**src/rtl/core/lsws_pkg.sv**
```systemverilog
`timescale 1ns / 1ps

package lsws_pkg;

   // Sizing
   localparam int MAX_BEAMS     = 4096;
   localparam int CORDIC_STAGES = 16;
   localparam int ATAN_ENTRIES  = 24;
   localparam int NUM_CELLS     = (CORDIC_STAGES > ATAN_ENTRIES) ? ATAN_ENTRIES : CORDIC_STAGES;

   localparam int IDX_W     = 12;
   localparam int ANGLE_W   = 16;
   localparam int RANGE_W   = 16;
   localparam int POS_W     = 32;
   localparam int GAIN_W    = 30;
   localparam int GAIN_SHIFT = 14;
   localparam int XMAG_W    = RANGE_W + GAIN_W - GAIN_SHIFT;
   localparam int XY_W      = 36;
   localparam int Z_W       = 33;
   localparam int FRAC_W    = 16;
   localparam int RND_W     = XY_W - FRAC_W;
   localparam int STAGE_W   = 5;
   localparam int ADDR_W    = 5;
   localparam int DATA_W    = 32;

   typedef logic        [IDX_W-1:0]   idx_type;
   typedef logic        [ANGLE_W-1:0] angle_type;
   typedef logic        [RANGE_W-1:0] range_type;
   typedef logic signed [POS_W-1:0]   pos_type;
   typedef logic signed [POS_W:0]     wpos_type;
   typedef logic signed [XY_W-1:0]    xy_type;
   typedef logic signed [Z_W-1:0]     z_type;
   typedef logic signed [RND_W-1:0]   rnd_type;
   typedef logic        [STAGE_W-1:0] stage_type;
   typedef logic        [DATA_W-1:0]  data_type;

   localparam idx_type   BEAM_LIMIT = idx_type'(((MAX_BEAMS > 4096) ? 4096 : MAX_BEAMS) - 1);
   localparam logic [GAIN_W-1:0] GAIN_Q30 = GAIN_W'(652032874);
   localparam angle_type QUARTER_TURN = angle_type'(1) << (ANGLE_W - 2);
   localparam angle_type HALF_TURN    = angle_type'(1) << (ANGLE_W - 1);
   localparam xy_type    ROUND_BIAS   = xy_type'(1) << (FRAC_W - 1);
   localparam pos_type   POS_MAX      = {1'b0, {(POS_W-1){1'b1}}};
   localparam pos_type   POS_MIN      = {1'b1, {(POS_W-1){1'b0}}};

   typedef enum logic [2:0] {
      REG_ANGLE_START    = 3'd0,
      REG_ANGLE_STEP     = 3'd1,
      REG_SENSOR_HEADING = 3'd2,
      REG_SENSOR_POS_X   = 3'd3,
      REG_SENSOR_POS_Y   = 3'd4
   } reg_index_type;

   typedef struct packed {
      angle_type angle_start;
      angle_type angle_step;
      angle_type heading;
      pos_type   pos_x;
      pos_type   pos_y;
   } cfg_type;

   // One word travelling down the CORDIC chain
   typedef struct packed {
      logic    valid;
      xy_type  x;
      xy_type  y;
      z_type   z;
      idx_type idx;
      logic    last;
   } cell_type;

   // atan(2^-i) in 1/2^32 turn
   function automatic z_type atan_turn(input stage_type stage);
      z_type val;
      case (stage)
         5'd0:    val = z_type'(536870912);
         5'd1:    val = z_type'(316933406);
         5'd2:    val = z_type'(167458907);
         5'd3:    val = z_type'(85004756);
         5'd4:    val = z_type'(42667331);
         5'd5:    val = z_type'(21354465);
         5'd6:    val = z_type'(10679838);
         5'd7:    val = z_type'(5340245);
         5'd8:    val = z_type'(2670163);
         5'd9:    val = z_type'(1335087);
         5'd10:   val = z_type'(667544);
         5'd11:   val = z_type'(333772);
         5'd12:   val = z_type'(166886);
         5'd13:   val = z_type'(83443);
         5'd14:   val = z_type'(41722);
         5'd15:   val = z_type'(20861);
         5'd16:   val = z_type'(10430);
         5'd17:   val = z_type'(5215);
         5'd18:   val = z_type'(2608);
         5'd19:   val = z_type'(1304);
         5'd20:   val = z_type'(652);
         5'd21:   val = z_type'(326);
         5'd22:   val = z_type'(163);
         5'd23:   val = z_type'(81);
         default: val = '0;
      endcase
      return val;
   endfunction

endpackage

```
**src/rtl/core/lsws_cell.sv**
```systemverilog
`timescale 1ns / 1ps

// One CORDIC rotation step, registered.
module lsws_cell (
   input  logic                clock,
   input  logic                reset,
   input  lsws_pkg::stage_type stage_idx,
   input  lsws_pkg::cell_type  in_data,
   output logic                in_ready,
   output lsws_pkg::cell_type  out_data,
   input  logic                out_ready
);

   lsws_pkg::cell_type out_ff, out_in;
   lsws_pkg::xy_type   x_cur, y_cur, dx, dy;
   lsws_pkg::z_type    z_cur, ang;

   assign in_ready = !out_ff.valid || out_ready;
   assign out_data = out_ff;

   always_comb begin
      x_cur  = in_data.x;
      y_cur  = in_data.y;
      z_cur  = in_data.z;
      dx     = y_cur >>> stage_idx;
      dy     = x_cur >>> stage_idx;
      ang    = lsws_pkg::atan_turn(stage_idx);
      out_in = in_data;
      if (!z_cur[lsws_pkg::Z_W-1]) begin
         out_in.x = x_cur - dx;
         out_in.y = y_cur + dy;
         out_in.z = z_cur - ang;
      end else begin
         out_in.x = x_cur + dx;
         out_in.y = y_cur - dy;
         out_in.z = z_cur + ang;
      end
   end

   always_ff @(posedge clock) begin
      if (reset) begin
         out_ff.valid <= 1'b0;
      end else if (in_ready) begin
         out_ff <= out_in;
      end
   end

   a_hold: assert property (@(posedge clock) disable iff (reset)
      out_ff.valid && !out_ready |=> out_ff.valid && $stable(out_ff))
      else $error("cell dropped or changed a stalled word");

endmodule

```
**config.mk**
```make
export PLATFORM = sky130hd
export DESIGN_NAME = lsws_cell
export DESIGN_NICKNAME = d
export VERILOG_FILES = /design/src/rtl/core/lsws_pkg.sv /design/src/rtl/core/lsws_cell.sv
export SDC_FILE = /design/constraint.sdc
export NUM_CORES = 1
export LEC_CHECK = 0
export ABC_CLOCK_PERIOD_IN_PS = 11400
export BUFFER_PORTS_ARGS = -buffer_cell sky130_fd_sc_hd__buf_2
export CAP_MARGIN = 20
export CORE_MARGIN = 1
export CORE_UTILIZATION = 39
export CTS_CLUSTER_DIAMETER = 200
export DETAILED_ROUTE_END_ITERATION = 8
export PLACE_DENSITY_LB_ADDON = 0.05
export SETUP_SLACK_MARGIN = 0.2
export SLEW_MARGIN = 15
export SYNTH_ARGS = -nofsm -noshare
export SYNTH_HDL_FRONTEND = slang
export SYNTH_SLANG_ARGS = --single-unit
```
**constraint.sdc**
```tcl
create_clock -name clock -period 11.4 [get_ports clock]
set_input_delay 0.57 -clock clock [delete_from_list [all_inputs] [get_ports clock]]
set_output_delay 0.57 -clock clock [all_outputs]
set_load 0.05 [all_outputs]
```
==> impl_results.md <==
- R2R Path End: out_data[93]$_DFFE_PP_
- Met3 wire len: between 5000 and 6000 um
- Reg2reg path depth: 4
- Vias: between 15000 and 20000
- Place WS: between 3000 and 4000 ps
- Worst-Margin Slew: roughly 1200 ps
- YS warnings: 0
- Num CTS Buffers: 17
- VDD IR max: about 0.00010 V
- Outcome: finished clean
- CTS Hold Bufs: 0
- Syn Nets: 2152
- Clock Skews: between 9 and 10 ps
- Syn_area_per_cell: a little over 9 sq um
- PortBufs: roughly 250
- First drt pass iteration count: 5
- Clock Pin Slew Worst Setup and Hold Paths: 60 ps
- Synth Flop Type: edfxtp_1
- Ant diodes: 0
- Num ports: about 250
- Synth Instances: 1909
- Grt ovf: 0
- Critical Path Sink: out_data[45]$_DFFE_PP_
- Final Worst Setup Slack: ~4000 ps
- Area growth syn-to-layout: 11.2%
- Number of post-CTS setup repair buffers: 0
- MaxCap Viol Count: 0
- Cell taking the most area after synthesis: edfxtp_1
- Die Y: 213 um
- Reg2reg start: out_data[118]$_SDFFE_PP0N_
- Hold path depth: 1
- PwrDens: ~140 nW/um^2
- Worst EP required: approximately 12000 ps
- CTS tree: done
- Max reg flops: 119
- CP endpoint kind: flop
- Share of cells above drive strength 1: a little over a fifth
- Async SR Flop Fraction: 0%
- Peak Freq: 0.137 GHz
- Commonest non-fill, non-tap cell in the layout: buf_2
- Tmin final: 7320 ps
- Iter 0 DRT Violations: ~1500
- M1 WL: between 20000 and 30000 um
- Cts repair resizes: 0
- Arr. time, crit path: between 7000 and 8000 ps
- Post-DRT Antenna Nets: 0
- WL/cell: 24.4 um
- Die ar.: around 45000 sq um
- Met2 wire length: 31000 um
- Synthesized flop and latch total: between 100 and 150
- First-pass GRT wire length: 98300 um
- Final WL: between 60000 and 70000 um
- Pin count of the biggest net entering global routing: 80
- Final TNS setup: 0 ps
- DPL Wire Length: between 50000 and 60000 um
- Synth cell types: around 110
- Startpoint Class: input port
- RSZ-0062 raised after global routing: no
- Gpl congestion: roughly 0.98
- Routed vias/inst: about 6.2
- Worst-Skew Late Latency: 470 ps
- Clk buf depth: 2
- Synth top area cells: edfxtp_1 20%, ha_1 8.1%, mux4_2 7.3%
- Post-synth EDFFs: approximately 120
- Pins Over Slew Limit: 0
- Setup slack, reg-to-reg: ~9000 ps
- Initial antenna violation count: 0
- Period utilization: 64.2%
- Final hold violation count: 0
- Hold wc startpoint: in_data[1]
- CTS H-Tree Depth: 4
- Slew headroom: 21.4%
- Tightest Hold Check Type: in2reg
- Initial Util: roughly 40%
- Seq/Total Area, Yosys: between 20% and 30%
- Worst-path fanout max: 52
- Rows: between 70 and 80
- Root cell of the clock tree: clkbuf_16
- Core Area: ~43000 sq um
- Leakage Power: between 7 and 8 nW
- Final setup viols: 0
- Worst Setup SP: stage_idx[4]
- DIE WIDTH: roughly 210 um
- Top layer in use: met4
- Commonest cells after routing, fill and taps aside: 243 x buf_2, 172 x nand2_1, 160 x a21oi_1
- Vias in the first global route: approximately 16000
- Sink Count: ~120
- Total GRT Usage: between 20% and 30%
- WS Path Type: in2reg
- Net count, final: approximately 2300
- DRC: 0
- Mapped cell area: around 17000 sq um
- Top cell type's share of synthesized area: between 20 and 25%
-- report_power, final --
part	total [mW]	switching [mW]	internal [mW]
Combinational	1.53	1.02	0.513
Sequential	0.640	0.0194	0.620
Clock	0.545	0.237	0.308
-- worst max-delay path, stage by stage --
cell	delay [ps]
buf_2	440
buf_4	600
or2_2	630
a21oi_1	220
a211oi_1	450
ha_1	250
nand2_1	50
nor2_1	280
nand4_1	220
nor3_1	380
nor2_1	220
xor2_1	220
ha_1	350
nand2_1	70
or3_1	440
a2111oi_0	320
o311ai_0	290
a31oi_1	360
o211ai_1	180
a311oi_1	510
a211o_1	200
a21oi_1	70
xor2_1	150
-- synth_stat cells, types with 9 or more instances --
| master | number |
|---|---|
| and3_1 | 20 |
| clkbuf_8 | 14 |
| a31oi_1 | 32 |
| o221ai_1 | 11 |
| mux2_2 | 38 |
| nand4_1 | 14 |
| ha_1 | 113 |
| o21ai_0 | 108 |
| buf_2 | 19 |
| a21o_1 | 43 |
| nand2b_1 | 24 |
| edfxtp_1 | 118 |
| inv_1 | 53 |
| mux2i_1 | 61 |
| a21oi_1 | 160 |
| mux4_2 | 56 |
| clkbuf_1 | 55 |
| o22ai_1 | 18 |
| buf_1 | 13 |
| nor2b_1 | 19 |
| o31ai_1 | 11 |
| xnor2_1 | 112 |
| and2_1 | 18 |
| nand3_1 | 43 |
| xor2_1 | 65 |
| buf_12 | 9 |
| nor2_1 | 149 |
| o21a_1 | 15 |
| mux4_1 | 32 |
| a211oi_1 | 23 |
| nor3_1 | 29 |
| o21bai_1 | 12 |
| o211ai_1 | 18 |
| nand2_1 | 172 |
| a22oi_1 | 22 |
-- per-layer routing --
layer | track usage, % | vias up
met5 | 0 | -
met4 | 10.5 | 0
met3 | 6.57 | 132
met2 | 47.6 | 757
met1 | 37.1 | 8035
li1 | - | 7696
-- worst min-delay path by stage --
stage | endpoint
floorplan | out_data[118]$_SDFFE_PP0N_
global placement | out_data[118]$_SDFFE_PP0N_
detailed placement | out_data[118]$_SDFFE_PP0N_
CTS | out_data[1]$_DFFE_PP_
global route | out_data[6]$_DFFE_PP_
finish | out_data[1]$_DFFE_PP_
-- cells by family after synthesis --
family	synth area share, %
xor gates and xnor gates	8.93
DFF	20.5
adders and majority gates	8.49
and+or+nand+nor	15.5
muxes	18.2
AOI/OAI and AO/OA	22.5
buffers and inverters	5.85
-- final cells by class --
cell class	instances	area [sq um]
Clock buffer	17	425
Clock inverter	15	159
Fill cell	4345	24200
Inverter	56	210
Multi-Input combinational cell	1616	12800
Sequential cell	119	3560
Tap cell	585	732
Timing Repair Buffer	270	1420
-- metrics by stage --
step                cells  utilization, %  cell area [sq um]  hold WS, ps  power [mW]
floorplan            1909               -              17400          642        1.81
detailed placement   2646            43.1              18700          643        2.17
CTS                  2678            44.4              19300          221        2.74
global route         2678            44.4              19300          244        2.88
global placement     2646            43.1              18700          638        2.17
finish               2678            44.4              19300          277        2.72
(Power assumes the default switching activity.)
