**src/rtl/core/lsws_pkg.sv**
```systemverilog
`timescale 1ns / 1ps

package lsws_pkg;

   // Sizing
   localparam int MAX_BEAMS     = 4096;
   localparam int CORDIC_STAGES = 16;
   localparam int ATAN_ENTRIES  = 24;
   localparam int NUM_CELLS     = (CORDIC_STAGES > ATAN_ENTRIES) ? ATAN_ENTRIES : CORDIC_STAGES;

   localparam int IDX_W     = 12;
   localparam int ANGLE_W   = 16;
   localparam int RANGE_W   = 16;
   localparam int POS_W     = 32;
   localparam int GAIN_W    = 30;
   localparam int GAIN_SHIFT = 14;
   localparam int XMAG_W    = RANGE_W + GAIN_W - GAIN_SHIFT;
   localparam int XY_W      = 36;
   localparam int Z_W       = 33;
   localparam int FRAC_W    = 16;
   localparam int RND_W     = XY_W - FRAC_W;
   localparam int STAGE_W   = 5;
   localparam int ADDR_W    = 5;
   localparam int DATA_W    = 32;

   typedef logic        [IDX_W-1:0]   idx_type;
   typedef logic        [ANGLE_W-1:0] angle_type;
   typedef logic        [RANGE_W-1:0] range_type;
   typedef logic signed [POS_W-1:0]   pos_type;
   typedef logic signed [POS_W:0]     wpos_type;
   typedef logic signed [XY_W-1:0]    xy_type;
   typedef logic signed [Z_W-1:0]     z_type;
   typedef logic signed [RND_W-1:0]   rnd_type;
   typedef logic        [STAGE_W-1:0] stage_type;
   typedef logic        [DATA_W-1:0]  data_type;

   localparam idx_type   BEAM_LIMIT = idx_type'(((MAX_BEAMS > 4096) ? 4096 : MAX_BEAMS) - 1);
   localparam logic [GAIN_W-1:0] GAIN_Q30 = GAIN_W'(652032874);
   localparam angle_type QUARTER_TURN = angle_type'(1) << (ANGLE_W - 2);
   localparam angle_type HALF_TURN    = angle_type'(1) << (ANGLE_W - 1);
   localparam xy_type    ROUND_BIAS   = xy_type'(1) << (FRAC_W - 1);
   localparam pos_type   POS_MAX      = {1'b0, {(POS_W-1){1'b1}}};
   localparam pos_type   POS_MIN      = {1'b1, {(POS_W-1){1'b0}}};

   typedef enum logic [2:0] {
      REG_ANGLE_START    = 3'd0,
      REG_ANGLE_STEP     = 3'd1,
      REG_SENSOR_HEADING = 3'd2,
      REG_SENSOR_POS_X   = 3'd3,
      REG_SENSOR_POS_Y   = 3'd4
   } reg_index_type;

   typedef struct packed {
      angle_type angle_start;
      angle_type angle_step;
      angle_type heading;
      pos_type   pos_x;
      pos_type   pos_y;
   } cfg_type;

   // One word travelling down the CORDIC chain
   typedef struct packed {
      logic    valid;
      xy_type  x;
      xy_type  y;
      z_type   z;
      idx_type idx;
      logic    last;
   } cell_type;

   // atan(2^-i) in 1/2^32 turn
   function automatic z_type atan_turn(input stage_type stage);
      z_type val;
      case (stage)
         5'd0:    val = z_type'(536870912);
         5'd1:    val = z_type'(316933406);
         5'd2:    val = z_type'(167458907);
         5'd3:    val = z_type'(85004756);
         5'd4:    val = z_type'(42667331);
         5'd5:    val = z_type'(21354465);
         5'd6:    val = z_type'(10679838);
         5'd7:    val = z_type'(5340245);
         5'd8:    val = z_type'(2670163);
         5'd9:    val = z_type'(1335087);
         5'd10:   val = z_type'(667544);
         5'd11:   val = z_type'(333772);
         5'd12:   val = z_type'(166886);
         5'd13:   val = z_type'(83443);
         5'd14:   val = z_type'(41722);
         5'd15:   val = z_type'(20861);
         5'd16:   val = z_type'(10430);
         5'd17:   val = z_type'(5215);
         5'd18:   val = z_type'(2608);
         5'd19:   val = z_type'(1304);
         5'd20:   val = z_type'(652);
         5'd21:   val = z_type'(326);
         5'd22:   val = z_type'(163);
         5'd23:   val = z_type'(81);
         default: val = '0;
      endcase
      return val;
   endfunction

endpackage

```
**src/rtl/core/lsws_front.sv**
```systemverilog
`timescale 1ns / 1ps

// Beam counter, phase build, gain scaling and half-plane fold.
module lsws_front (
   input  logic              clock,
   input  logic              reset,
   input  lsws_pkg::cfg_type cfg,
   input  logic              in_valid,
   output logic              in_ready,
   input  lsws_pkg::range_type in_range,
   input  logic              in_last,
   output lsws_pkg::cell_type out_data,
   input  logic              out_ready
);

   lsws_pkg::idx_type   beam_count_ff, beam_count_in;
   logic                s1_valid_ff;
   lsws_pkg::range_type s1_range_ff;
   lsws_pkg::angle_type s1_phase_ff;
   lsws_pkg::idx_type   s1_idx_ff;
   logic                s1_last_ff;
   lsws_pkg::cell_type  out_ff, out_in;

   logic                s1_ready, s2_ready, accept;
   logic [lsws_pkg::IDX_W+lsws_pkg::ANGLE_W-1:0]  step_prod;
   lsws_pkg::angle_type phase_in, phase_rot, quad;
   logic [lsws_pkg::RANGE_W+lsws_pkg::GAIN_W-1:0] gain_prod;
   logic [lsws_pkg::XMAG_W-1:0] x_mag;
   lsws_pkg::xy_type    x_pos;
   logic                flip;

   assign s2_ready = !out_ff.valid || out_ready;
   assign s1_ready = !s1_valid_ff || s2_ready;
   assign in_ready = s1_ready;
   assign accept   = in_valid && s1_ready;
   assign out_data = out_ff;

   always_comb begin
      step_prod = {{lsws_pkg::ANGLE_W{1'b0}}, beam_count_ff}
                * {{lsws_pkg::IDX_W{1'b0}}, cfg.angle_step};
      phase_in  = cfg.angle_start + step_prod[lsws_pkg::ANGLE_W-1:0] + cfg.heading;

      beam_count_in = beam_count_ff;
      if (accept) begin
         if (in_last) begin
            beam_count_in = '0;
         end else if (beam_count_ff < lsws_pkg::BEAM_LIMIT) begin
            beam_count_in = beam_count_ff + 1'b1;
         end else begin
            beam_count_in = lsws_pkg::BEAM_LIMIT;
         end
      end
   end

   // stage 2: x0 = range*K >> 14, fold left half-plane onto the right
   always_comb begin
      gain_prod = {{lsws_pkg::GAIN_W{1'b0}}, s1_range_ff}
                * {{lsws_pkg::RANGE_W{1'b0}}, lsws_pkg::GAIN_Q30};
      x_mag     = gain_prod[lsws_pkg::RANGE_W+lsws_pkg::GAIN_W-1:lsws_pkg::GAIN_SHIFT];
      x_pos     = lsws_pkg::xy_type'(x_mag);
      quad      = s1_phase_ff + lsws_pkg::QUARTER_TURN;
      flip      = quad[lsws_pkg::ANGLE_W-1];
      phase_rot = flip ? (s1_phase_ff + lsws_pkg::HALF_TURN) : s1_phase_ff;

      out_in       = out_ff;
      out_in.valid = s1_valid_ff;
      out_in.x     = flip ? -x_pos : x_pos;
      out_in.y     = '0;
      out_in.z     = lsws_pkg::z_type'($signed({phase_rot, {lsws_pkg::ANGLE_W{1'b0}}}));
      out_in.idx   = s1_idx_ff;
      out_in.last  = s1_last_ff;
   end

   always_ff @(posedge clock) begin
      if (reset) begin
         beam_count_ff <= '0;
         s1_valid_ff   <= 1'b0;
         out_ff.valid  <= 1'b0;
      end else begin
         beam_count_ff <= beam_count_in;
         if (s1_ready) begin
            s1_valid_ff <= in_valid;
         end
         if (s2_ready) begin
            out_ff <= out_in;
         end
      end
   end

   always_ff @(posedge clock) begin
      if (accept) begin
         s1_range_ff <= in_range;
         s1_phase_ff <= phase_in;
         s1_idx_ff   <= beam_count_ff;
         s1_last_ff  <= in_last;
      end
   end

   a_last_clears: assert property (@(posedge clock) disable iff (reset)
      accept && in_last |=> beam_count_ff == '0)
      else $error("beam counter not cleared after scan end");

   a_count_step: assert property (@(posedge clock) disable iff (reset)
      accept && !in_last && beam_count_ff != lsws_pkg::BEAM_LIMIT
      |=> beam_count_ff == $past(beam_count_ff) + 1'b1)
      else $error("beam counter did not advance");

endmodule

```
**config.mk**
```make
export PLATFORM = sky130hd
export DESIGN_NAME = lsws_front
export DESIGN_NICKNAME = d
export VERILOG_FILES = /design/src/rtl/core/lsws_pkg.sv /design/src/rtl/core/lsws_front.sv
export SDC_FILE = /design/constraint.sdc
export NUM_CORES = 1
export LEC_CHECK = 0
export ABC_AREA = 0
export ABC_CLOCK_PERIOD_IN_PS = 9200
export BUFFER_PORTS_ARGS = -buffer_cell sky130_fd_sc_hd__buf_4
export CAP_MARGIN = 0
export CELL_PAD_IN_SITES_DETAIL_PLACEMENT = 1
export CELL_PAD_IN_SITES_GLOBAL_PLACEMENT = 2
export CORE_AREA = 4 4 223 225
export DETAILED_ROUTE_END_ITERATION = 10
export DIE_AREA = 0 0 227 229
export PLACE_DENSITY = 0.9
export SYNTH_ARGS = -nofsm -noshare
export SYNTH_HDL_FRONTEND = slang
export SYNTH_SLANG_ARGS = --single-unit
```
**constraint.sdc**
```tcl
create_clock -name clock -period 9.2 [get_ports clock]
set_input_delay 0.92 -clock clock [delete_from_list [all_inputs] [get_ports clock]]
set_output_delay 0.92 -clock clock [all_outputs]
set_load 0.05 [all_outputs]
```
==> flow_metrics.env <==
export IMPL_nNetsFinal=2522
export IMPL_die_x_um=227
export IMPL_grt_max_degree=66
export IMPL_regToRegSetupSlack_ns=1.10
export IMPL_cts_tree="done"
export IMPL_synthDistinctLibCells=78
export IMPL_yosys_warnings=0
export IMPL_cts_resized_gates=0
export IMPL_ys_ff_latch=124
export IMPL_startpoint_type="flop"
export IMPL_tightestPinTransition_ns=0.951
export IMPL_grt_pass1_wl_um=81700
export IMPL_slew_limit_headroom_pct=36.6
export IMPL_pre_cts_slack_ns=1.16
export IMPL_drt_initial_drc_count=508
export IMPL_maxSlewViolCount=0
export IMPL_insertion_delay_ns=0.48
export IMPL_hpwl_um=42700
export IMPL_path_max_fanout=9
export IMPL_die_h_um=229
export IMPL_cap_violations=0
export IMPL_layout_commonest_cell="inv_1"
export IMPL_via_count=12800
export IMPL_drc_errors=0
export IMPL_synth_async_sr_flop_share_pct=0
export IMPL_drt_first_pass_iters=5
export IMPL_postRouteAntennaNets=0
export IMPL_rows=80
export IMPL_post_route_min_period_ns=8.10
export IMPL_antenna_cells=0
export IMPL_cp_data_required_time_ns=9.41
export IMPL_hold_buffers=0
export IMPL_syn_area_um2=18000
export IMPL_routedWlPerCell_um=20.0
export IMPL_place_port_buffers=136
export IMPL_clock_fmax_mhz=124
export IMPL_syn_avg_cell_area_um2=10.0
export IMPL_viasPerCell=5.04
export IMPL_arrival_ns=8.31
export IMPL_antenna_found_initial=1
export IMPL_syn_to_final_growth_pct=11.2
export IMPL_endpoint_kind="flop"
export IMPL_crit_end="out_data[113]"
export IMPL_synth_edf_count=110
export IMPL_worstSetupPathType="flop to flop"
export IMPL_final_cell_mix="384 x inv_1, 270 x fa_1, 209 x ha_1"
export IMPL_fin_setup_tns_ns=0
export IMPL_cts_made_buffers=17
export IMPL_first_global_vias=14600
export IMPL_finalCritPeriodShare_pct=88.0
export IMPL_hold_viol_final=0
export IMPL_core_area_um2=47500
export IMPL_io_pins=253
export IMPL_wirelength_um=50800
export IMPL_syn_inst=1797
export IMPL_postLayoutSetupSlackWorst_ns=1.10
export IMPL_hold_ws_ns=0.424
export IMPL_hp_class="flop to flop"
export IMPL_fillCellCount=5387
export IMPL_initial_utilization_pct=37.9
export IMPL_finalSetupViolCount=0
export IMPL_grt_use_total_pct=20.4
export IMPL_max_clock_path_buffers=2
export IMPL_clock_sink_count=124
export IMPL_fin_area_um2=20000
export IMPL_post_dp_cell_area_um2=19500
export IMPL_grt_overflow=0
export IMPL_htreeDepth=4
export IMPL_die_area_um2=52000
export IMPL_rsz0062_at_grt="false"
export IMPL_synth_ff_type="edfxtp_1"
export IMPL_fin_skew_ns=0.0140
export IMPL_cts_root_buf="clkbuf_16"
export IMPL_finalWeightedCongestion=0.920
export IMPL_r2r_end="out_data[113]"
export IMPL_status="completed"
export IMPL_cts_clk_slew_worst_paths_ns=0.06
export IMPL_yosysSeqAreaShare_pct=19.9
export IMPL_worstRegToRegCells=22
export IMPL_cp_startpoint="s1_range_ff[10]"
export IMPL_r2r_start="s1_range_ff[10]"
export IMPL_drive_gt1_share_pct=10.8
export IMPL_cts_setup_buffers=0
==> flip-flops by register name, indices dropped and copies added (netlist names) <==
name	count
out_data	66
beam_count_ff	12
s1_valid_ff	1
s1_last_ff	1
s1_idx_ff	12
s1_phase_ff	16
s1_range_ff	16
==> metrics by stage <==
step | utilization (%) | cells
floorplan | - | 1848
detailed placement | 40.9 | 2506
global placement | 40.9 | 2506
finish | 42.1 | 2538
CTS | 42.1 | 2538
global route | 42.1 | 2538
==> logic make-up after synthesis <==
family          synth area share [%]
compound gates                  9.04
xor+xnor                        4.91
fa+ha+maj                       44.5
buf+inv                         11.3
flops                           19.9
mux                            0.229
other cells                   0.0208
simple gates                    10.0
==> per-layer routing <==
metal / global-route usage, % / share of wire (%) / wire, um / up-vias
li1: - / - / - / 5914
met1: 24.4 / 39 / 20000 / 6554
met2: 37.1 / 54 / 27500 / 248
met3: 4.47 / 4.0 / 2050 / 69
met4: 5.60 / 2.4 / 1210 / 2
met5: 0 / 0.016 / 8 / -
==> worst max-delay path: stages, from the launching register on <==
cell,delay [ns]
edfxtp_1,0.61
ha_1,0.39
inv_1,0.21
fa_1,0.66
fa_1,0.59
inv_1,0.06
fa_1,0.56
fa_1,0.57
inv_1,0.06
fa_1,0.54
inv_1,0.04
ha_1,0.39
nand3_1,0.14
nor2_1,0.27
a32o_1,0.27
a21o_1,0.38
a21oi_1,0.19
or3_4,0.39
nor4_4,0.55
and3_4,0.31
a41oi_1,0.13
a311o_1,0.35
xnor2_1,0.16
==> cell type report <==
class                   count  area, um2  share of cell area [%]
multi-input cells        1239      12600                    62.8
clock buffers              17        425                    2.12
inverters                 385       1450                    7.22
well taps                 615        769                    3.84
clock inverters            15        146                   0.731
repair buffers            143       1070                    5.36
flip-flops and latches    124       3580                    17.9
==> how the worst min path moves through the flow <==
stage	start	endpoint	slack (ns)	depth (start not counted)
finish	s1_idx_ff[3]	out_data[4]	0.42	0
global route	s1_phase_ff[8]	out_data[37]	0.43	0
CTS	s1_idx_ff[9]	out_data[10]	0.42	0
detailed placement	s1_idx_ff[9]	out_data[10]	0.41	0
global placement	s1_last_ff	out_data[0]	0.40	0
floorplan	s1_last_ff	out_data[0]	0.40	0
==> cells in the mapped netlist (19+ instances only) <==
| master | n | area share, % |
|---|---|---|
| nand2_1 | 134 | 2.8 |
| a21oi_1 | 77 | 2.1 |
| clkbuf_1 | 37 | 0.77 |
| fa_1 | 270 | 30 |
| edfxtp_1 | 110 | 18 |
| inv_1 | 385 | 8.0 |
| o21ai_0 | 28 | 0.78 |
| nand3_1 | 19 | 0.53 |
| xnor2_1 | 64 | 3.1 |
| a21o_1 | 26 | 1.1 |
| nor2_1 | 52 | 1.1 |
| buf_4 | 53 | 2.2 |
| xor2_1 | 35 | 1.7 |
| and2_1 | 54 | 1.9 |
| nor3_1 | 27 | 0.75 |
| ha_1 | 209 | 15 |
Power is left out: the tool's default activity adds up to more than one toggle a clock period on the data nets, which glitch-free logic cannot reach.
