**src/rtl/core/lsws_pkg.sv**
```systemverilog
`timescale 1ns / 1ps

package lsws_pkg;

   // Sizing
   localparam int MAX_BEAMS     = 4096;
   localparam int CORDIC_STAGES = 16;
   localparam int ATAN_ENTRIES  = 24;
   localparam int NUM_CELLS     = (CORDIC_STAGES > ATAN_ENTRIES) ? ATAN_ENTRIES : CORDIC_STAGES;

   localparam int IDX_W     = 12;
   localparam int ANGLE_W   = 16;
   localparam int RANGE_W   = 16;
   localparam int POS_W     = 32;
   localparam int GAIN_W    = 30;
   localparam int GAIN_SHIFT = 14;
   localparam int XMAG_W    = RANGE_W + GAIN_W - GAIN_SHIFT;
   localparam int XY_W      = 36;
   localparam int Z_W       = 33;
   localparam int FRAC_W    = 16;
   localparam int RND_W     = XY_W - FRAC_W;
   localparam int STAGE_W   = 5;
   localparam int ADDR_W    = 5;
   localparam int DATA_W    = 32;

   typedef logic        [IDX_W-1:0]   idx_type;
   typedef logic        [ANGLE_W-1:0] angle_type;
   typedef logic        [RANGE_W-1:0] range_type;
   typedef logic signed [POS_W-1:0]   pos_type;
   typedef logic signed [POS_W:0]     wpos_type;
   typedef logic signed [XY_W-1:0]    xy_type;
   typedef logic signed [Z_W-1:0]     z_type;
   typedef logic signed [RND_W-1:0]   rnd_type;
   typedef logic        [STAGE_W-1:0] stage_type;
   typedef logic        [DATA_W-1:0]  data_type;

   localparam idx_type   BEAM_LIMIT = idx_type'(((MAX_BEAMS > 4096) ? 4096 : MAX_BEAMS) - 1);
   localparam logic [GAIN_W-1:0] GAIN_Q30 = GAIN_W'(652032874);
   localparam angle_type QUARTER_TURN = angle_type'(1) << (ANGLE_W - 2);
   localparam angle_type HALF_TURN    = angle_type'(1) << (ANGLE_W - 1);
   localparam xy_type    ROUND_BIAS   = xy_type'(1) << (FRAC_W - 1);
   localparam pos_type   POS_MAX      = {1'b0, {(POS_W-1){1'b1}}};
   localparam pos_type   POS_MIN      = {1'b1, {(POS_W-1){1'b0}}};

   typedef enum logic [2:0] {
      REG_ANGLE_START    = 3'd0,
      REG_ANGLE_STEP     = 3'd1,
      REG_SENSOR_HEADING = 3'd2,
      REG_SENSOR_POS_X   = 3'd3,
      REG_SENSOR_POS_Y   = 3'd4
   } reg_index_type;

   typedef struct packed {
      angle_type angle_start;
      angle_type angle_step;
      angle_type heading;
      pos_type   pos_x;
      pos_type   pos_y;
   } cfg_type;

   // One word travelling down the CORDIC chain
   typedef struct packed {
      logic    valid;
      xy_type  x;
      xy_type  y;
      z_type   z;
      idx_type idx;
      logic    last;
   } cell_type;

   // atan(2^-i) in 1/2^32 turn
   function automatic z_type atan_turn(input stage_type stage);
      z_type val;
      case (stage)
         5'd0:    val = z_type'(536870912);
         5'd1:    val = z_type'(316933406);
         5'd2:    val = z_type'(167458907);
         5'd3:    val = z_type'(85004756);
         5'd4:    val = z_type'(42667331);
         5'd5:    val = z_type'(21354465);
         5'd6:    val = z_type'(10679838);
         5'd7:    val = z_type'(5340245);
         5'd8:    val = z_type'(2670163);
         5'd9:    val = z_type'(1335087);
         5'd10:   val = z_type'(667544);
         5'd11:   val = z_type'(333772);
         5'd12:   val = z_type'(166886);
         5'd13:   val = z_type'(83443);
         5'd14:   val = z_type'(41722);
         5'd15:   val = z_type'(20861);
         5'd16:   val = z_type'(10430);
         5'd17:   val = z_type'(5215);
         5'd18:   val = z_type'(2608);
         5'd19:   val = z_type'(1304);
         5'd20:   val = z_type'(652);
         5'd21:   val = z_type'(326);
         5'd22:   val = z_type'(163);
         5'd23:   val = z_type'(81);
         default: val = '0;
      endcase
      return val;
   endfunction

endpackage

```
**src/rtl/core/lsws_back.sv**
```systemverilog
`timescale 1ns / 1ps

// Round to mm, add sensor position, saturate, chain segments.
module lsws_back (
   input  logic               clock,
   input  logic               reset,
   input  lsws_pkg::cfg_type  cfg,
   input  lsws_pkg::cell_type in_data,
   output logic               in_ready,
   output logic               out_valid,
   input  logic               out_ready,
   output lsws_pkg::pos_type  start_x,
   output lsws_pkg::pos_type  start_y,
   output lsws_pkg::pos_type  end_x,
   output lsws_pkg::pos_type  end_y,
   output lsws_pkg::idx_type  seg_idx,
   output logic               scan_end
);

   logic               rnd_valid_ff;
   lsws_pkg::rnd_type  rnd_x_ff, rnd_y_ff;
   lsws_pkg::idx_type  rnd_idx_ff;
   logic               rnd_last_ff;

   logic               out_valid_ff;
   lsws_pkg::pos_type  start_x_ff, start_y_ff, end_x_ff, end_y_ff;
   lsws_pkg::idx_type  idx_ff;
   logic               last_ff;
   lsws_pkg::pos_type  prev_x_ff, prev_y_ff;

   logic               out_load, rnd_ready;
   lsws_pkg::xy_type   sum_rx, sum_ry;
   lsws_pkg::wpos_type sum_wx, sum_wy;
   lsws_pkg::pos_type  wx_in, wy_in;

   assign out_load  = !out_valid_ff || out_ready;
   assign rnd_ready = !rnd_valid_ff || out_load;
   assign in_ready  = rnd_ready;

   assign out_valid = out_valid_ff;
   assign start_x   = start_x_ff;
   assign start_y   = start_y_ff;
   assign end_x     = end_x_ff;
   assign end_y     = end_y_ff;
   assign seg_idx   = idx_ff;
   assign scan_end  = last_ff;

   always_comb begin
      sum_rx = in_data.x + lsws_pkg::ROUND_BIAS;
      sum_ry = in_data.y + lsws_pkg::ROUND_BIAS;

      sum_wx = lsws_pkg::wpos_type'(cfg.pos_x) + lsws_pkg::wpos_type'(rnd_x_ff);
      sum_wy = lsws_pkg::wpos_type'(cfg.pos_y) + lsws_pkg::wpos_type'(rnd_y_ff);

      if (sum_wx[lsws_pkg::POS_W] != sum_wx[lsws_pkg::POS_W-1]) begin
         wx_in = sum_wx[lsws_pkg::POS_W] ? lsws_pkg::POS_MIN : lsws_pkg::POS_MAX;
      end else begin
         wx_in = sum_wx[lsws_pkg::POS_W-1:0];
      end
      if (sum_wy[lsws_pkg::POS_W] != sum_wy[lsws_pkg::POS_W-1]) begin
         wy_in = sum_wy[lsws_pkg::POS_W] ? lsws_pkg::POS_MIN : lsws_pkg::POS_MAX;
      end else begin
         wy_in = sum_wy[lsws_pkg::POS_W-1:0];
      end
   end

   always_ff @(posedge clock) begin
      if (reset) begin
         rnd_valid_ff <= 1'b0;
         out_valid_ff <= 1'b0;
         prev_x_ff    <= '0;
         prev_y_ff    <= '0;
      end else begin
         if (rnd_ready) begin
            rnd_valid_ff <= in_data.valid;
         end
         if (out_load) begin
            out_valid_ff <= rnd_valid_ff;
            if (rnd_valid_ff) begin
               prev_x_ff <= wx_in;
               prev_y_ff <= wy_in;
            end
         end
      end
   end

   always_ff @(posedge clock) begin
      if (rnd_ready && in_data.valid) begin
         rnd_x_ff    <= sum_rx[lsws_pkg::XY_W-1:lsws_pkg::FRAC_W];
         rnd_y_ff    <= sum_ry[lsws_pkg::XY_W-1:lsws_pkg::FRAC_W];
         rnd_idx_ff  <= in_data.idx;
         rnd_last_ff <= in_data.last;
      end
      if (out_load && rnd_valid_ff) begin
         end_x_ff   <= wx_in;
         end_y_ff   <= wy_in;
         start_x_ff <= (rnd_idx_ff == '0) ? wx_in : prev_x_ff;
         start_y_ff <= (rnd_idx_ff == '0) ? wy_in : prev_y_ff;
         idx_ff     <= rnd_idx_ff;
         last_ff    <= rnd_last_ff;
      end
   end

   a_first_point: assert property (@(posedge clock) disable iff (reset)
      out_valid_ff && idx_ff == '0 |-> start_x_ff == end_x_ff && start_y_ff == end_y_ff)
      else $error("first segment of a scan is not a point");

endmodule

```
**config.mk**
```make
export PLATFORM = sky130hd
export DESIGN_NAME = lsws_back
export DESIGN_NICKNAME = d
export VERILOG_FILES = /design/src/rtl/core/lsws_pkg.sv /design/src/rtl/core/lsws_back.sv
export SDC_FILE = /design/constraint.sdc
export NUM_CORES = 1
export LEC_CHECK = 0
export ABC_AREA = 1
export BUFFER_PORTS_ARGS = -buffer_cell sky130_fd_sc_hd__buf_2
export CAP_MARGIN = 20
export CORE_ASPECT_RATIO = 1.1
export CORE_MARGIN = 8
export CORE_UTILIZATION = 50
export CTS_BUF_LIST = sky130_fd_sc_hd__clkbuf_8
export DETAILED_ROUTE_END_ITERATION = 6
export PLACE_DENSITY = 0.82
export SYNTH_ARGS = -nofsm -noshare
export SYNTH_HDL_FRONTEND = slang
export SYNTH_SLANG_ARGS = --single-unit
```
**constraint.sdc**
```tcl
create_clock -name clock -period 7.2 [get_ports clock]
set_clock_uncertainty 0.1 [all_clocks]
set_input_delay 2.16 -clock clock [delete_from_list [all_inputs] [get_ports clock]]
set_output_delay 2.16 -clock clock [all_outputs]
set_load 0.01 [all_outputs]
```
==> results of run 1 <==
kinds of logic (layout without fill, tap and decap cells):
family	after synthesis	after routing	synth area share, %
compound gates	177	177	6.32
xor+xnor	74	74	4.30
fa+ha+maj	68	68	5.74
buf+inv	319	622	8.31
flops	260	260	47.4
other cells	0	2	0
simple gates	1008	1008	27.9
layer usage:
metal	share of wire [%]	GRT usage, %
met1	43	27.7
met2	46	35.9
met3	8.4	5.04
met4	2.8	8.08
met5	0.057	0
layout make-up:
class | count | share of cell area (%)
flip-flops and latches | 260 | 40.5
clock inverters | 32 | 1.48
diodes | 2 | 0.0284
well taps | 374 | 2.65
multi-input cells | 1327 | 37.9
repair buffers | 274 | 8.09
inverters | 270 | 5.79
clock buffers | 46 | 3.59
worst reg2reg max path, cell delays in order, from the launching register on:
cell	delay, ps
sky130_fd_sc_hd__edfxtp_1	590
sky130_fd_sc_hd__ha_1	510
sky130_fd_sc_hd__nand2_1	160
sky130_fd_sc_hd__nor2_1	150
sky130_fd_sc_hd__nand3_1	100
sky130_fd_sc_hd__clkinv_1	70
sky130_fd_sc_hd__and2_1	110
sky130_fd_sc_hd__nand2_1	70
sky130_fd_sc_hd__nand2_1	60
sky130_fd_sc_hd__nand2_1	80
sky130_fd_sc_hd__nand2_4	110
sky130_fd_sc_hd__nor2_8	60
sky130_fd_sc_hd__inv_2	710
sky130_fd_sc_hd__nand2_1	240
sky130_fd_sc_hd__nand2_1	100
sky130_fd_sc_hd__o21ai_0	90
Yosys cell counts (all sizes together):
library cell  number  area share (%)
a21boi             3            0.17
a21o               2            0.10
a21oi            102             3.4
and2               3            0.12
and3               1           0.042
buf               30             1.1
clkbuf            19            0.47
clkinv             2           0.050
dfxtp             66             8.8
edfxtp           194              39
fa                 2            0.27
ha                66             5.5
inv              268             6.7
nand2            685              17
nand2b             1           0.042
nand3            121             4.7
nand3b             1           0.050
nand4             10            0.42
nor2             157             4.0
nor3              17            0.63
nor3b              3            0.18
nor4               6            0.25
o211ai             3            0.15
o21ai             51             1.7
o21bai            16            0.80
or2                3            0.12
xnor2             21             1.2
xor2              53             3.1
metrics by stage:
step / instance area (um^2) / utilization, % / total power [mW] / setup slack (ps) / hold slack (ps)
6_report: 17600 / 59.5 / 4.11 / 2360 / 339
5_1_grt: 17600 / 59.5 / 4.32 / 2090 / 349
4_1_cts: 17600 / 59.3 / 4.12 / 2270 / 335
3_5_place_dp: 16700 / 56.3 / 2.77 / 1700 / 309
3_3_place_gp: 16700 / 56.3 / 2.74 / 1760 / 305
2_1_floorplan: 15100 / - / 2.48 / 1960 / 300
report_power, final:
| group | switching, mW | internal, mW | total (mW) |
|---|---|---|---|
| Combinational | 0.642 | 0.311 | 0.954 |
| Sequential | 0.0424 | 1.77 | 1.81 |
| Clock | 0.600 | 0.743 | 1.34 |
worst paths after layout:
kind	end	slack [ps]	cells past startpoint
worst max-delay path	in_ready	2360	4
worst min-delay path	scan_end	340	0
worst max register to register	start_y[0]	3610	15
worst min register to register	scan_end	340	0
registers in the layout, summed over array words and instances (netlist names), 12 cells and up:
signal and cells:
prev_y_ff 32, prev_x_ff 32, start_x 32, start_y 32, end_x 32, rnd_idx_ff 12
seg_idx 12, end_y 32, rnd_x_ff 20, rnd_y_ff 20
==> flow_metrics.py, run 1 <==
metrics = {
    "cts": {
        "cts.hold.buffers_added": 0,
        "deepest_clock_path_buffer_count": 3,
        "number_of_gates_resized_after_cts": 0,
        "tritoncts.num_buffers": 42,
        "clock_insertion_delay_worst_skew_ps": 570,
        "cts_tree": "done",
        "post_cts.repair.setup_buffers": 0,
        "clk_transition_reported_paths_ps": 60,
        "clock_sinks": 260,
        "clk_root_buffer_cell": "sky130_fd_sc_hd__clkbuf_8",
        "h-tree-depth": 2,
    },
    "drt": {
        "dr_vias": 13200,
        "firstDrtPassIters": 6,
        "post_dr_wirelength_cell_um": 15.5,
        "detail_route.drc_violations": 0,
        "number_of_vias_per_cell_after_detailed_routing": 5.09,
        "wl_mm": 40.1,
        "antenna_left": 0,
        "initial_drc_count": 957,
    },
    "global_routing": {
        "grt_start_max_net_pins": 176,
        "grt_pass1_wl_mm": 63.5,
        "grt_antenna_before_repair": 4,
        "grt_pass1_vias": 12800,
        "overflow": 0,
        "grt_overall_usage_pct": 21.8,
    },
    "hold_path": {
        "hp-start": "rnd_last_ff",
        "holdCritPathClass": "reg -> reg",
    },
    "die": {
        "design.portCount": 377,
        "placeableCoreArea_mm2": 0.0296,
        "die_area_mm2": 0.0360,
        "initial_core_util_pct": 50.8,
        "rows": 66,
        "die_y_um": 198,
        "dieWidth_um": 182,
    },
    "worst_setup_path": {
        "critical_path_data_arrival_time_ps": 2580,
        "worstSetupStartpointType": "input port",
        "critical_path.slowest_cell": "sky130_fd_sc_hd__buf_2",
        "path_cells": "buf_2 -> inv_1 -> nand3_1 -> buf_2",
        "critPathKind": "in -> out",
        "worst_path_most_repeated_cell": "sky130_fd_sc_hd__buf_2",
        "critical_path.startpoint": "out_ready",
        "cpLargestDelayFamily": "buffers and inverters",
        "worst_r2r_startpoint": "rnd_y_ff[19]",
        "slowest_delay_ps": 160,
        "critical_path.n_buffers_inverters": 3,
        "worstSetupEndpointType": "output pin",
        "cp_data_required_time_ps": 4940,
        "cp_max_fo": 3,
    },
    "sta": {
        "tns_ps": 0,
        "rsz0062_at_grt": "no",
        "timing_hold_violations_final": 0,
        "min_period_over_period_pct": 67.2,
        "post-route-min-period_ps": 4840,
        "timing.final.setup_violations": 0,
        "timing.max_slew.rel_slack_pct": 24.3,
        "maxSlewViolCount": 0,
        "fmaxAchievable_mhz": 207,
        "pin_slew_with_the_least_headroom_to_its_limit_ps": 1130,
    },
    "cells_and_area": {
        "fin_cells": 2585,
        "area.sequential_mm2": 0.00715,
        "area.growth.synth_to_final_pct": 17.0,
        "final_net_count": 2477,
        "most-common-layout-cells": "sky130_fd_sc_hd__nand2_1, sky130_fd_sc_hd__buf_2, sky130_fd_sc_hd__inv_1, sky130_fd_sc_hd__edfxtp_1, sky130_fd_sc_hd__nor2_1",
        "layout-drive-gt1-share_pct": 17.9,
        "mostFrequentLayoutCell": "sky130_fd_sc_hd__nand2_1",
        "layout.filler_cells": 2635,
        "multiInputGateArea_mm2": 0.00668,
    },
    "pwr": {
        "leakage_nw": 8.94,
        "power_per_cell_area_mw_per_mm2": 233,
        "ir_drop_uv": 143,
    },
    "placed_design": {
        "placed_cells": 2503,
        "place_hpwl_mm": 30.7,
        "placement.io_buffers": 265,
        "gp_routability_congestion": 0.930,
    },
    "synth": {
        "synth-seq-area-share_pct": 47.4,
        "postSynthNetCount": 2208,
        "yosys_register_bits": 260,
        "ys_warn_count": 0,
        "netlist_instances": 1906,
        "synthDistinctLibCells": 43,
        "post_synth_instance_area_mm2": 0.0151,
        "synth.avg_cell_area_um2": 7.91,
    },
    "status": {
        "result_of_the_run": "completed",
    },
    "flow_run": {
        "max_cap_violations": 0,
    },
}
Power figures use the tool's default switching activity.
==> run 2, diff against run 1 <==
--- a/config.mk
+++ b/config.mk
@@ -13,7 +13,7 @@
 export CORE_UTILIZATION = 50
 export CTS_BUF_LIST = sky130_fd_sc_hd__clkbuf_8
 export DETAILED_ROUTE_END_ITERATION = 6
-export PLACE_DENSITY = 0.82
+export PLACE_DENSITY = 0.79
 export SYNTH_ARGS = -nofsm -noshare
 export SYNTH_HDL_FRONTEND = slang
 export SYNTH_SLANG_ARGS = --single-unit
==> constraint.sdc (replaced) <==
create_clock -name clock -period 4.95 [get_ports clock]
set_clock_uncertainty 0.1 [all_clocks]
set_input_delay 1.485 -clock clock [delete_from_list [all_inputs] [get_ports clock]]
set_output_delay 1.485 -clock clock [all_outputs]
set_load 0.01 [all_outputs]
==> flow_metrics.py, run 2 (synthesized netlist as in run 1, its figures left out) <==
metrics = {
    "status": {
        "result_of_the_run": "completed",
    },
    "cells_and_area": {
        "most-common-layout-cells": "sky130_fd_sc_hd__nand2_1, sky130_fd_sc_hd__inv_1, sky130_fd_sc_hd__buf_2, sky130_fd_sc_hd__edfxtp_1, sky130_fd_sc_hd__nor2_1",
        "final_net_count": 2486,
        "area.growth.synth_to_final_pct": 17.0,
        "layout-drive-gt1-share_pct": 17.9,
        "mostFrequentLayoutCell": "sky130_fd_sc_hd__nand2_1",
        "fin_cells": 2598,
        "postLayoutCellArea_mm2": 0.0176,
    },
    "global_routing": {
        "overflow": 0,
        "grt_pass1_wl_mm": 62.9,
        "grt_overall_usage_pct": 21.7,
        "grt_pass1_vias": 12400,
        "grt_antenna_before_repair": 8,
        "grt_start_max_net_pins": 134,
    },
    "drt": {
        "number_of_vias_per_cell_after_detailed_routing": 5.00,
        "firstDrtPassIters": 6,
        "dr_vias": 13000,
        "wl_mm": 40.1,
        "antenna_left": 0,
        "detail_route.drc_violations": 0,
        "initial_drc_count": 981,
        "post_dr_wirelength_cell_um": 15.4,
    },
    "die": {
        "die_area_mm2": 0.0360,
        "initial_core_util_pct": 50.8,
        "rows": 66,
        "dieWidth_um": 182,
        "die_y_um": 198,
        "design.portCount": 377,
        "placeableCoreArea_mm2": 0.0296,
    },
    "worst_setup_path": {
        "worstSetupEndpointType": "flop",
        "worstSetupStartpointType": "input port",
        "critical_path_data_arrival_time_ps": 4070,
        "critPathKind": "in -> reg",
        "cp_max_fo": 31,
        "critical_path.startpoint": "cfg[0]",
        "cp_data_required_time_ps": 5120,
        "worst_r2r_startpoint": "rnd_x_ff[19]",
    },
    "placed_design": {
        "placed_cells": 2513,
        "place_hpwl_mm": 31.2,
        "gp_routability_congestion": 0.931,
        "pre_cts_ws_ps": 491,
        "dpl_cell_area_mm2": 0.0168,
        "placement.io_buffers": 265,
    },
    "cts": {
        "tritoncts.num_buffers": 43,
        "clk_root_buffer_cell": "sky130_fd_sc_hd__clkbuf_8",
        "clk_transition_reported_paths_ps": 60,
        "deepest_clock_path_buffer_count": 3,
        "number_of_gates_resized_after_cts": 0,
        "clock_insertion_delay_worst_skew_ps": 560,
        "cts.hold.buffers_added": 0,
        "h-tree-depth": 2,
        "cts_tree": "done",
        "post_cts.repair.setup_buffers": 0,
        "clock_sinks": 260,
    },
    "sta": {
        "tns_ps": 0,
        "timing.final.ws_setup_ps": 1050,
        "pin_slew_with_the_least_headroom_to_its_limit_ps": 1020,
        "timing.final.setup_violations": 0,
        "timing_hold_violations_final": 0,
        "maxSlewViolCount": 0,
        "timing.max_slew.rel_slack_pct": 32.2,
        "rsz0062_at_grt": "no",
        "min_period_over_period_pct": 78.7,
        "post-route-min-period_ps": 3900,
        "fmaxAchievable_mhz": 257,
    },
    "hold_path": {
        "hp-start": "rnd_last_ff",
        "holdCritPathClass": "reg -> reg",
    },
    "pwr": {
        "leakage_nw": 8.97,
        "ir_drop_uv": 189,
        "power_per_cell_area_mw_per_mm2": 329,
        "power_mw": 5.80,
    },
    "flow_run": {
        "max_cap_violations": 0,
    },
}
run 2: cell types whose count changed in the layout (fill, tap and decap cells not counted), sizes merged:
cell and change:
inv +10, clkbuf +3, bufinv -4, clkinv -7, diode +3, buf +8
run 2: per-stage QoR:
step                hold WS [ps]  utilization, %
global route                 351            59.5
detailed placement           314            56.7
floorplan                    300               -
finish                       324            59.5
CTS                          329            59.5
global placement             304            56.7
run 2: layout make-up:
type	count	area, um^2
timing repair buffer	282	1490
antenna	5	12.5
fill	2685	12000
sequential	260	7150
clock buffer	49	674
inverter	270	1020
multi-input combinational	1327	6680
clock inverter	31	149
tap	374	468
run 2: path summary, 6_finish.rpt:
path                endpoint  slack, ps  cells after the start
setup / recovery  start_y[1]       1050                     20
hold / removal      scan_end        320                      0
setup reg to reg  start_x[4]       1450                     14
hold reg to reg     scan_end        320                      0
run 2: where the power goes:
group	internal, mW	switching [mW]	total [mW]	leakage (nW)
Clock	0.918	0.861	1.78	0.490
Sequential	2.57	0.0588	2.63	2.40
Combinational	0.462	0.932	1.39	6.08
run 2: per-layer routing:
metal / wire length, um / up-vias / track usage [%] / share of wire, %
met5: 49 / - / 0 / 0.12
met4: 1450 / 8 / 10.0 / 3.6
met1: 18300 / 5843 / 28.5 / 46
met2: 17600 / 380 / 33.6 / 44
li1: - / 6684 / - / -
met3: 2740 / 86 / 5.02 / 6.8
run 2: critical path, cell delays in order:
cell	delay (ps)
sky130_fd_sc_hd__buf_2	80
sky130_fd_sc_hd__ha_1	160
sky130_fd_sc_hd__inv_1	50
sky130_fd_sc_hd__fa_1	390
sky130_fd_sc_hd__inv_1	100
sky130_fd_sc_hd__nand2_1	60
sky130_fd_sc_hd__nand2_1	50
sky130_fd_sc_hd__nand3_1	70
sky130_fd_sc_hd__nand2_1	140
sky130_fd_sc_hd__nand2_1	90
sky130_fd_sc_hd__nand2_2	100
sky130_fd_sc_hd__nand2_1	80
sky130_fd_sc_hd__nand2_1	60
sky130_fd_sc_hd__nand2_1	80
sky130_fd_sc_hd__nand2_4	110
sky130_fd_sc_hd__nand2_2	370
sky130_fd_sc_hd__nand2_1	320
sky130_fd_sc_hd__nand2_1	100
sky130_fd_sc_hd__nand2_1	70
sky130_fd_sc_hd__o21ai_0	100
